[config.mk]
export PLATFORM = sky130hd
export DESIGN_NAME = tcce_ctrl
export DESIGN_NICKNAME = d
export VERILOG_FILES = /design/src/design/tcce_pkg.sv /design/src/design/tcce_ctrl.sv
export SDC_FILE = /design/constraint.sdc
export NUM_CORES = 1
export LEC_CHECK = 0
export BUFFER_PORTS_ARGS = -buffer_cell sky130_fd_sc_hd__buf_2
export CAP_MARGIN = 20
export CORE_AREA = 2 2 39 41
export DETAILED_ROUTE_END_ITERATION = 8
export DIE_AREA = 0 0 41 43
export PLACE_DENSITY = 0.45
export SYNTH_ARGS = -nofsm -noshare
export SYNTH_HDL_FRONTEND = slang
export SYNTH_SLANG_ARGS = --single-unit
export TNS_END_PERCENT = 50
[constraint.sdc]
create_clock -name clk_i -period 1.5 [get_ports clk_i]
set_clock_uncertainty 0.15 [all_clocks]
set_input_delay 0.3 -clock clk_i [delete_from_list [all_inputs] [get_ports clk_i]]
set_output_delay 0.3 -clock clk_i [all_outputs]
set_load 0.01 [all_outputs]
[src/design/tcce_pkg.sv]
package tcce_pkg;

  // Item kinds
  localparam logic [2:0] KIND_STREAM = 3'd0;
  localparam logic [2:0] KIND_PUT    = 3'd1;
  localparam logic [2:0] KIND_SETCUR = 3'd2;
  localparam logic [2:0] KIND_CLEAR  = 3'd3;
  localparam logic [2:0] KIND_READ   = 3'd4;

  // Control characters
  localparam logic [7:0] CH_BS    = 8'h08;
  localparam logic [7:0] CH_NL    = 8'h0A;
  localparam logic [7:0] CH_TAB   = 8'h09;
  localparam logic [7:0] CH_SPACE = 8'h20;

  localparam logic [7:0] DEFAULT_COLOUR = 8'h07;

  // Register indexes
  localparam logic [0:0] REG_TEXT_COLOUR = 1'd0;

  // Commands from controller to datapath
  typedef struct packed {
    logic load;        // capture the item and decode it
    logic cell_wr;     // write cell at wr address
    logic sweep_init;  // start a sweep
    logic sweep_step;  // advance sweep pointer
    logic scroll_rd;   // read source cell for a scroll copy
    logic finish;      // present the result
  } tcce_cmd_t;

  // Status from datapath to controller
  typedef struct packed {
    logic need_fill;
    logic need_scroll;
    logic need_clear;
    logic sweep_last;
  } tcce_stat_t;

endpackage

[src/design/tcce_ctrl.sv]
module tcce_ctrl (
  input  logic                 clk_i,
  input  logic                 rst_ni,
  input  logic                 start_i,
  output logic                 busy_o,
  input  tcce_pkg::tcce_stat_t stat_i,
  output tcce_pkg::tcce_cmd_t  cmd_o
);

  localparam logic [2:0] S_IDLE   = 3'd0;
  localparam logic [2:0] S_EXEC   = 3'd1;
  localparam logic [2:0] S_FILL   = 3'd2;
  localparam logic [2:0] S_SCRD   = 3'd3;
  localparam logic [2:0] S_SCWR   = 3'd4;
  localparam logic [2:0] S_CLR    = 3'd5;
  localparam logic [2:0] S_CHK    = 3'd6;

  logic [2:0] state_q, state_d;

  // Sequence each item: decode, then fill, scroll copy and clear sweeps
  always_comb begin
    state_d = state_q;
    cmd_o   = '0;
    case (state_q)
      S_IDLE: begin
        if (start_i) begin
          cmd_o.load = 1'b1;
          state_d    = S_EXEC;
        end
      end
      S_EXEC: begin
        cmd_o.sweep_init = 1'b1;
        if (stat_i.need_clear) state_d = S_CLR;
        else if (stat_i.need_fill) state_d = S_FILL;
        else state_d = S_CHK;
      end
      S_FILL: begin
        cmd_o.cell_wr    = 1'b1;
        cmd_o.sweep_step = 1'b1;
        if (stat_i.sweep_last) state_d = S_CHK;
      end
      S_CHK: begin
        if (stat_i.need_scroll) begin
          cmd_o.sweep_init = 1'b1;
          state_d          = S_SCRD;
        end else begin
          cmd_o.finish = 1'b1;
          state_d      = S_IDLE;
        end
      end
      S_SCRD: begin
        cmd_o.scroll_rd = 1'b1;
        state_d         = S_SCWR;
      end
      S_SCWR: begin
        cmd_o.cell_wr    = 1'b1;
        cmd_o.sweep_step = 1'b1;
        state_d          = stat_i.sweep_last ? S_CLR : S_SCRD;
      end
      S_CLR: begin
        cmd_o.cell_wr    = 1'b1;
        cmd_o.sweep_step = 1'b1;
        if (stat_i.sweep_last) begin
          cmd_o.finish = 1'b1;
          state_d      = S_IDLE;
        end
      end
      default: state_d = S_IDLE;
    endcase
  end

  always_ff @(posedge clk_i or negedge rst_ni) begin
    if (!rst_ni) begin
      state_q <= S_IDLE;
    end else begin
      state_q <= state_d;
    end
  end

  assign busy_o = (state_q != S_IDLE);

endmodule

## After elaboration in Yosys (flattened, before gate mapping)

Index checks and enable logic that the tools add are counted.

- Register bits after elaboration: 3
- Input bits: 7
- Logic and storage cells: 31
- Output and inout port bits: 7

- Reductions and logical operators: 4
- Equality and inequality tests: 9
- Multiplexer cells: 17

Operators with widths:

| cell | count |
|---|---|
| case mux 3 bit (7 select lines) | 1 |
| two-way mux 3 bit | 6 |
| equality test 3 bit, second input constant | 3 |
| two-way mux 1 bit | 7 |
| equality test 3 x 2 -> 1 bit, second input constant | 2 |
| inequality test 2 bit, second input constant | 3 |
| case mux 1 bit (2 select lines) | 2 |
| equality test 3 x 1 -> 1 bit, second input constant | 1 |
| zero test 3 bit | 1 |
| AND reduction 3 bit | 1 |
| nonzero test 3 bit | 1 |
| OR reduction 3 bit | 1 |
| two-way mux 2 bit | 1 |

## Logic depth before layout (Yosys ltp)

Gate-level depths: netlist of the first run.

- Word-level depth: 3
- Mapped depth: 4
- Mapped depth without buffers: 3

## Worst setup path after synthesis of the first run

No wires, ideal clock.

- Kind: register -> output
- From: reg state_q[0]
- To: out cmd_o[4] (netlist name)
- Stages on the path, launching flop included: 4
- Arrival: 1.067 ns
- Required time: 1.050 ns
- Buffers on the path: 1
- Path slack: -0.017 ns
- Cells stage by stage: dfrtp_1 or2b_1 mux2i_1 buf_4

RTL lines:

| element | line | RTL |
|---|---|---|
| start: declaration | tcce_ctrl.sv:18 | `logic [2:0] state_q, state_d;` |
| start signal: assignment | tcce_ctrl.sv:76 | `state_q <= state_d;` |
| end: declaration | tcce_ctrl.sv:7 | `output tcce_pkg::tcce_cmd_t cmd_o` |

## Worst setup path in the final report of the first run

- From: reg state_q[0]
- To: out busy_o

- Longest elaborated chain between the ends: 1

Ends and longest elaborated chain:

| element | line | RTL |
|---|---|---|
| nonzero test 3 bit | tcce_ctrl.sv:80 | `assign busy_o = (state_q != S_IDLE);` |
| end: declaration | tcce_ctrl.sv:5 | `output logic busy_o,` |

No other way between the ends.

==> flow_summary_export.csv, run 1 <==
group,metric,value,unit
outcome,status,"finished, violations left",
outcome,violations,"negative setup slack",
synth,synth_area_per_cell,8.795,µm²
pwr,powerDensity,2237,nW/µm²
synth,seq_area_frac_synth,0.2510,
critical_path,critPathBufInv,2,
sta,worst_pin_slew,0.2257,ns
critical_path,path_class,"flop to output port",
critical_path,start_kind,"flop",
global_route,grt_pass1_vias,291,
run,max_cap_violations,0,
finish,final_core_util,0.3571,
place,place_hpwl,567.8,µm
route,ant_nets,0,
die,initial_core_util,0.2161,
finish,fin_nets,66,
synth,ys_ff_latch,3,
global_route,antenna_found_initial,0,
die,fp.dieH,43,µm
die,fp-row-count,14,
global_route,grt_pass1_wl,1214,µm
sta,finalCriticalPeriod,1.687,ns
global_route,met3_usage,0.04712,
critical_path,cp.required,1.05,ns
route,viasPerCell,4.392,
critical_path,end_kind,"output port",
finish,layout_commonest_cell,"buf_2",
global_route,track_usage,0.1094,
sta,setup_violations,7,
global_route,use_met1,0.1318,
synth,syn_area,299.0,µm²
clock_tree,clk_latency,0.23,ns
clock_tree,cts.sinks,3,
critical_path,ff2ff_path_depth,5,
critical_path,worstReg2RegStart,"state_q[0]",
die,dieArea,1763,µm²
clock_tree,htree_levels,1,
sta,final_hold_viol_count,0,
finish,top_register,"state_q",
route,vias,325,
sta,slew_viol_final,0,
clock_tree,cts_tree,"built",
finish,layout-drive-gt1-share,0.6034,
die,die_x,41,µm
sta,setup_ws,-0.1870,ns
finish,layout_common_cells,"13 x buf_2, 8 x buf_4, 4 x o21ai_1",
global_route,grt-ovfl-total,0,
sta,hold_ws,0.2257,ns
finish,fin_area,494.2,µm²
synth,syn_inst,34,
synth,ys_warn_count,0,
sta,max_freq,592.8,MHz
sta,final.period_utilization,1.125,
worst_hold_path,min_path_type,"primary input to flop",
route,drt_iter0_drc,3,
critical_path,max_stage_delay,0.40,ns
finish,largestRegisters,"state_q (3)",
critical_path,crit_chain,"buf_6 > or3_1 > buf_2",
critical_path,cpMaxStageDelayCell,"dfrtp_1",
place,place_congestion,0.7185,
pwr,total_power,1105,µW
synth,ys_types,22,
die,io_pins,14,
critical_path,crit_fanout,4,
worst_hold_path,hold_depth,3,
sta,rsz0062_at_grt,"true",
finish,num_antenna_cells,0,
critical_path,r2r_slack,0.12,ns
finish,area_growth,65.27,%
place,numPortBuffers,13,
global_route,grtUsageMet2,0.1469,
critical_path,cp_data_arrival_time,1.24,ns
critical_path,critPathTopFamily,"flip-flops",
route,drc_errors,0,
sta,setup_tns,-1.055,ns
sta,slew_headroom,0.8486,
global_route,busiest_layer,"met2",
pwr,ir_drop,0.7354,mV
pwr,p_leak,0.0002319,µW
clock_tree,clockRootBuffer,"clkbuf_4",
global_route,grt_max_degree,9,
route,wirelength,777,µm
clock_tree,numCtsBuffers,3,
die,coreArea,1384,µm²
place,placed_area,412.9,µm²
clock_tree,cts_buffer_depth,2,
route,post_drt_wl_per_cell,10.50,µm
critical_path,r2r-end,"state_q[2]",
synth,synth_nets,41,
finish,largest_reg_flops,3,
route,firstDrtPassIters,2,
worst_hold_path,hold_start,"stat_i[2]",
worst_hold_path,hold_end,"state_q[1]",
clock_tree,cts.clk_slew.worst_paths,0.04,ns
[metal layers]
metal | part of all wire | wire [µm]
met2 | 0.46 | 361
met3 | 0.060 | 47
met5 | 0 | 0
met1 | 0.46 | 354
met4 | 0.018 | 14
[worst min-delay path, cell delays in order]
cell,delay [ns]
buf_2,0.11
a21oi_1,0.06
o21ai_1,0.08
[layout make-up]
type                    count  area [µm²]
inverters                   1       3.754
repair buffers             24       166.4
flip-flops and latches      3       76.32
well taps                  16       20.02
clock buffers               4       26.28
multi-input cells          26       201.4
fillers                   160       889.6
[cells in the mapped netlist (all sizes together)]
cell | n | share of area
nand2 | 1 | 0.013
nand3b | 1 | 0.025
dfrtp | 3 | 0.25
inv | 1 | 0.013
and2 | 1 | 0.021
a21oi | 2 | 0.033
a32o | 1 | 0.033
and2b | 1 | 0.033
a211oi | 1 | 0.025
mux2i | 2 | 0.067
nor4b | 2 | 0.079
or3 | 1 | 0.021
o31ai | 1 | 0.042
nor3b | 1 | 0.042
o21ai | 4 | 0.067
buf | 4 | 0.12
nor2b | 2 | 0.042
or2b | 1 | 0.025
nor2 | 4 | 0.050
[power by group]
part | total [µW] | switching, µW | internal (µW)
logic | 778 | 338 | 440
registers | 186 | 59.9 | 126
clock network | 142 | 42.1 | 99.7
[worst max path at each step]
stage / from / to / depth (start not counted)
2_1_floorplan: state_q[0] / cmd_o[4] / 3
3_3_place_gp: state_q[2] / busy_o / 2
3_5_place_dp: state_q[2] / busy_o / 2
4_1_cts: state_q[1] / cmd_o[0] / 4
5_1_grt: state_q[1] / cmd_o[0] / 5
6_report: state_q[0] / busy_o / 3
[kinds of logic after synthesis]
kind of cell / Yosys count / synth area share
and+or+nand+nor: 15 / 0.3515
AOI/OAI and AO/OA: 9 / 0.2008
buffers and inverters: 5 / 0.1297
DFF: 3 / 0.2510
muxes: 2 / 0.06695
[stage by stage]
step	worst slack, ns	std cells
floorplan	0.01760	34
global placement	0.03223	67
detailed placement	0.03351	67
CTS	-0.1983	73
global route	-0.2700	74
finish	-0.1870	74
[what timing repair did]
action / in CTS / in global routing
hold buffers: 1 / 0
setup buffers: 1 / 1
gates cloned: 0 / 0
endpoints found under the setup margin: 7 / 9
hold endpoints to repair: 3 / 0
pin swaps: 0 / 1
gates resized for setup: 1 / 4
(Power assumes the default switching activity.)
==> inputs of run 2 (changes only) <==
--- a/config.mk
+++ b/config.mk
@@ -10,7 +10,8 @@
 export CORE_AREA = 2 2 39 41
 export DETAILED_ROUTE_END_ITERATION = 8
 export DIE_AREA = 0 0 41 43
-export PLACE_DENSITY = 0.45
+export PLACE_DENSITY = 0.46
+export RECOVER_POWER = 25
 export SYNTH_ARGS = -nofsm -noshare
 export SYNTH_HDL_FRONTEND = slang
 export SYNTH_SLANG_ARGS = --single-unit
==> constraint.sdc (replaced) <==
create_clock -name clk_i -period 1.44 [get_ports clk_i]
set_clock_uncertainty 0.15 [all_clocks]
set_input_delay 0.288 -clock clk_i [delete_from_list [all_inputs] [get_ports clk_i]]
set_output_delay 0.288 -clock clk_i [all_outputs]
set_load 0.01 [all_outputs]
==> flow_summary_export.csv, run 2 (synthesis results as in run 1) <==
group,metric,value,unit
outcome,status,"finished, violations left",
outcome,violations,"negative setup slack",
global_route,use_met1,0.1097,
pwr,seq_power_share,0.189,
place,numPortBuffers,13,
finish,num_antenna_cells,0,
sta,setup_tns,-1.409,ns
critical_path,path_class,"flop to output port",
sta,slew_viol_final,0,
critical_path,cp.required,1.00,ns
route,drt_iter0_drc,1,
sta,final_hold_viol_count,0,
route,ant_nets,0,
sta,max_freq,589.1,MHz
sta,rsz0062_at_grt,"true",
route,wirelength,768,µm
pwr,switchingPower,436.7,µW
critical_path,end_kind,"output port",
pwr,clkPwrFrac,0.149,
global_route,grt_pass1_vias,315,
die,die_x,41,µm
finish,final_core_util,0.3246,
global_route,antenna_found_initial,0,
pwr,combPwrFrac,0.662,
die,io_pins,14,
sta,slew_headroom,0.8379,
run,max_cap_violations,0,
clock_tree,clk_latency,0.24,ns
sta,setup_ws,-0.2575,ns
finish,area_growth,50.21,%
place,place_hpwl,545.3,µm
route,vias,326,
route,post_drt_wl_per_cell,10.97,µm
sta,setup_violations,7,
global_route,grt-ovfl-total,0,
finish,largest_reg_flops,3,
die,coreArea,1384,µm²
clock_tree,htree_levels,1,
global_route,met3_usage,0.03665,
clock_tree,cts.sinks,3,
route,firstDrtPassIters,4,
clock_tree,cts.clk_slew.worst_paths,0.03,ns
die,dieArea,1763,µm²
route,drc_errors,0,
critical_path,cp_data_arrival_time,1.26,ns
finish,layout_common_cells,"12 x buf_2, 5 x buf_4, 4 x o21ai_1",
die,fp.dieH,43,µm
global_route,grt_max_degree,11,
sta,worst_pin_slew,0.2398,ns
critical_path,crit_fanout,4,
global_route,grtUsageMet2,0.1656,
global_route,busiest_layer,"met2",
pwr,ir_drop,0.8474,mV
die,fp-row-count,14,
finish,largestRegisters,"state_q (3)",
pwr,intPower,595.3,µW
global_route,track_usage,0.1126,
global_route,grt_pass1_wl,1235,µm
finish,layout_commonest_cell,"buf_2",
clock_tree,cts_buffer_depth,2,
route,viasPerCell,4.657,
clock_tree,cts_tree,"built",
worst_hold_path,min_path_type,"primary input to flop",
finish,top_register,"state_q",
clock_tree,clockRootBuffer,"clkbuf_4",
critical_path,start_kind,"flop",
finish,layout-drive-gt1-share,0.5185,
pwr,powerDensity,2298,nW/µm²
pwr,p_leak,0.0002080,µW
pwr,switching_share,0.4232,
sta,finalCriticalPeriod,1.697,ns
clock_tree,numCtsBuffers,3,
finish,fin_nets,62,
place,place_congestion,0.7704,
sta,final.period_utilization,1.179,
die,initial_core_util,0.2161,
==> run 2: changes by cell type in the layout (fill, tap and decap cells not counted), sizes merged <==
cell    delta
clkbuf     +1
buf        -5
==> run 2: timing repair <==
action,in CTS,in global routing
endpoints found under the hold margin,3,0
hold buffers,1,0
pin swaps,1,0
resized for setup,2,2
setup buffers,1,0
setup endpoints to repair,7,7
gates cloned,0,0
==> run 2: routing by layer <==
| metal | vias to the layer above | share of wire |
|---|---|---|
| li1 | 159 | - |
| met1 | 148 | 0.39 |
| met2 | 16 | 0.50 |
| met3 | 3 | 0.085 |
| met4 | 0 | 0.031 |
| met5 | - | 0 |
==> run 2: worst paths after layout <==
check / startpoint / endpoint / slack [ns] / cells past startpoint
worst max-delay path: state_q[0] / cmd_o[0] / -0.26 / 4
worst min-delay path: stat_i[2] / state_q[1] / 0.19 / 3
worst max register to register: state_q[0] / state_q[2] / 0.18 / 4
worst min register to register: state_q[1] / state_q[0] / 0.55 / 2
max in group asynchronous: rst_ni / state_q[2] / 0.75 / 2
min in group asynchronous: rst_ni / state_q[2] / 0.23 / 2
==> run 2: power by group through the flow <==
stage	sequential [µW]	clock (µW)	combinational [µW]
floorplan	157	0	494
finish	195	154	683
CTS	187	158	668
global route	205	160	755
detailed placement	190	0	626
global placement	187	0	629
==> run 2: worst max-delay path, cell delays in order (launching register included) <==
cell	delay (ns)
dfrtp_1	0.40
or2b_1	0.27
o21ai_1	0.12
and2_1	0.12
buf_2	0.12
==> run 2: cell type report <==
cell class / instances / area, µm²
inverters: 1 / 3.754
flip-flops and latches: 3 / 76.32
multi-input cells: 26 / 200.2
well taps: 16 / 20.02
fillers: 156 / 934.6
clock buffers: 4 / 26.28
repair buffers: 20 / 122.6
==> run 2: stage by stage <==
step                hold WS (ns)  worst slack, ns  total power [µW]  cells  area (µm²)
global route              0.2228          -0.3469              1120     70       449.2
detailed placement      -0.06513         -0.01561             815.6     64       390.4
floorplan                -0.1576         -0.03040             651.3     34       302.8
global placement        -0.06555         -0.03271             815.6     64       390.4
finish                    0.1881          -0.2575              1032     70       449.2
CTS                       0.1941          -0.2704              1013     70       439.2
==> inputs of run 3 (changes only) <==
--- a/config.mk
+++ b/config.mk
@@ -12,6 +12,7 @@
 export DIE_AREA = 0 0 41 43
 export PLACE_DENSITY = 0.46
 export RECOVER_POWER = 25
+export SKIP_CTS_REPAIR_TIMING = 1
 export SYNTH_ARGS = -nofsm -noshare
 export SYNTH_HDL_FRONTEND = slang
 export SYNTH_SLANG_ARGS = --single-unit
==> flow_summary_export.csv, run 3 (synthesis results as in run 1) <==
group,metric,value,unit
outcome,status,"finished, violations left",
outcome,violations,"negative setup slack",
global_route,track_usage,0.1055,
sta,setup_violations,7,
clock_tree,clk_latency,0.24,ns
critical_path,r2r_slack,0.20,ns
sta,slew_viol_final,0,
route,vias,312,
global_route,grt_max_degree,11,
critical_path,cp.required,1.00,ns
critical_path,crit_fanout,5,
clock_tree,cts.sinks,3,
sta,final_hold_viol_count,0,
global_route,grt_pass1_vias,300,
die,die_x,41,µm
sta,finalCriticalPeriod,1.690,ns
route,firstDrtPassIters,3,
route,post_drt_wl_per_cell,10.06,µm
finish,layout_commonest_cell,"buf_2",
place,dp.cells,64,
route,drc_errors,0,
die,io_pins,14,
worst_hold_path,hold_start,"stat_i[2]",
global_route,antenna_found_initial,0,
die,dieArea,1763,µm²
sta,max_freq,591.8,MHz
place,placed_area,390.4,µm²
clock_tree,cts_buffer_depth,2,
die,fp.dieH,43,µm
sta,setup_ws,-0.2498,ns
run,max_cap_violations,0,
clock_tree,htree_levels,1,
critical_path,r2r-end,"state_q[2]",
finish,fin_area,426.7,µm²
sta,slew_headroom,0.8365,
finish,largest_reg_flops,3,
finish,num_antenna_cells,0,
route,drt_iter0_drc,1,
finish,stdcell_count,69,
finish,layout-drive-gt1-share,0.4906,
clock_tree,cts_tree,"built",
clock_tree,cts.clk_slew.worst_paths,0.03,ns
place,place_congestion,0.7704,
sta,worst_pin_slew,0.2418,ns
pwr,total_power,964.8,µW
clock_tree,clockRootBuffer,"clkbuf_4",
worst_hold_path,min_path_type,"primary input to flop",
critical_path,start_kind,"flop",
place,numPortBuffers,13,
pwr,ir_drop,0.8173,mV
die,fp-row-count,14,
sta,setup_tns,-1.395,ns
finish,area_growth,42.68,%
critical_path,cp_data_arrival_time,1.25,ns
finish,fill_cells,152,
finish,top_register,"state_q",
clock_tree,numCtsBuffers,3,
global_route,grt-ovfl-total,0,
sta,final.period_utilization,1.173,
critical_path,path_class,"flop to output port",
sta,rsz0062_at_grt,"true",
pwr,p_leak,0.0001968,µW
critical_path,ff2ff_path_depth,4,
worst_hold_path,hold_end,"state_q[1]",
finish,largestRegisters,"state_q (3)",
route,ant_nets,0,
critical_path,end_kind,"output port",
finish,layout_common_cells,"12 x buf_2, 5 x buf_4, 4 x nor2_1, 4 x o21ai_1, 3 x clkbuf_4",
worst_hold_path,hold_depth,3,
route,viasPerCell,4.522,
critical_path,worstReg2RegStart,"state_q[0]",
place,place_hpwl,545.3,µm
finish,fin_nets,61,
route,wirelength,694,µm
pwr,powerDensity,2261,nW/µm²
die,coreArea,1384,µm²
global_route,grt_pass1_wl,1159,µm
die,initial_core_util,0.2161,
[run 3: cell types whose count changed in the layout (fill, tap and decap cells not counted)]
cell and delta:
nor2_1 +1, nor4b_2 +1, buf_6 -1, nor4b_4 -1, nor2_2 -1
[run 3: worst max path at each step]
stage                     cells past startpoint        to  slack, ns  startpoint
final                                         4  cmd_o[0]      -0.25  state_q[1]
after global routing                          4  cmd_o[0]      -0.35  state_q[1]
after CTS                                     4  cmd_o[0]      -0.27  state_q[1]
after detailed placement                      4  cmd_o[0]      -0.02  state_q[1]
after global placement                        3  cmd_o[5]      -0.03  state_q[1]
after floorplan                               3  cmd_o[4]      -0.03  state_q[0]
[run 3: critical path: stages (launching register included)]
cell and delay, ns:
dfrtp_1 0.38, or2b_1 0.28, o21ai_1 0.12, and2_1 0.12
buf_2 0.12
[run 3: metal layers]
| layer | GRT usage | part of all wire |
|---|---|---|
| met1 | 0.1000 | 0.40 |
| met2 | 0.1531 | 0.48 |
| met3 | 0.03665 | 0.082 |
| met4 | 0.1200 | 0.035 |
| met5 | 0 | 0 |
[run 3: cell type report]
| type | count | area, µm² | share of cell area |
|---|---|---|---|
| Inverter | 1 | 3.754 | 0.008798 |
| Multi-Input combinational cell | 26 | 188.9 | 0.4428 |
| Tap cell | 16 | 20.02 | 0.04692 |
| Sequential cell | 3 | 76.32 | 0.1789 |
| Timing Repair Buffer | 19 | 111.4 | 0.2610 |
| Clock buffer | 4 | 26.28 | 0.06158 |
[run 3: report_power, final]
group | switching, µW | internal [µW] | leakage [µW]
Combinational | 296 | 324 | 0.000146
Sequential | 60.2 | 131 | 0.0000356
Clock | 49.6 | 104 | 0.0000150
Total | 406 | 559 | 0.000197
[run 3: through the flow]
step	worst slack (ns)	utilization	hold slack, ns
floorplan	-0.03040	-	-0.1576
global placement	-0.03271	0.2821	-0.06555
detailed placement	-0.01561	0.2821	-0.06513
CTS	-0.2730	0.3011	-0.3200
global route	-0.3476	0.3083	0.2228
finish	-0.2498	0.3083	0.1864
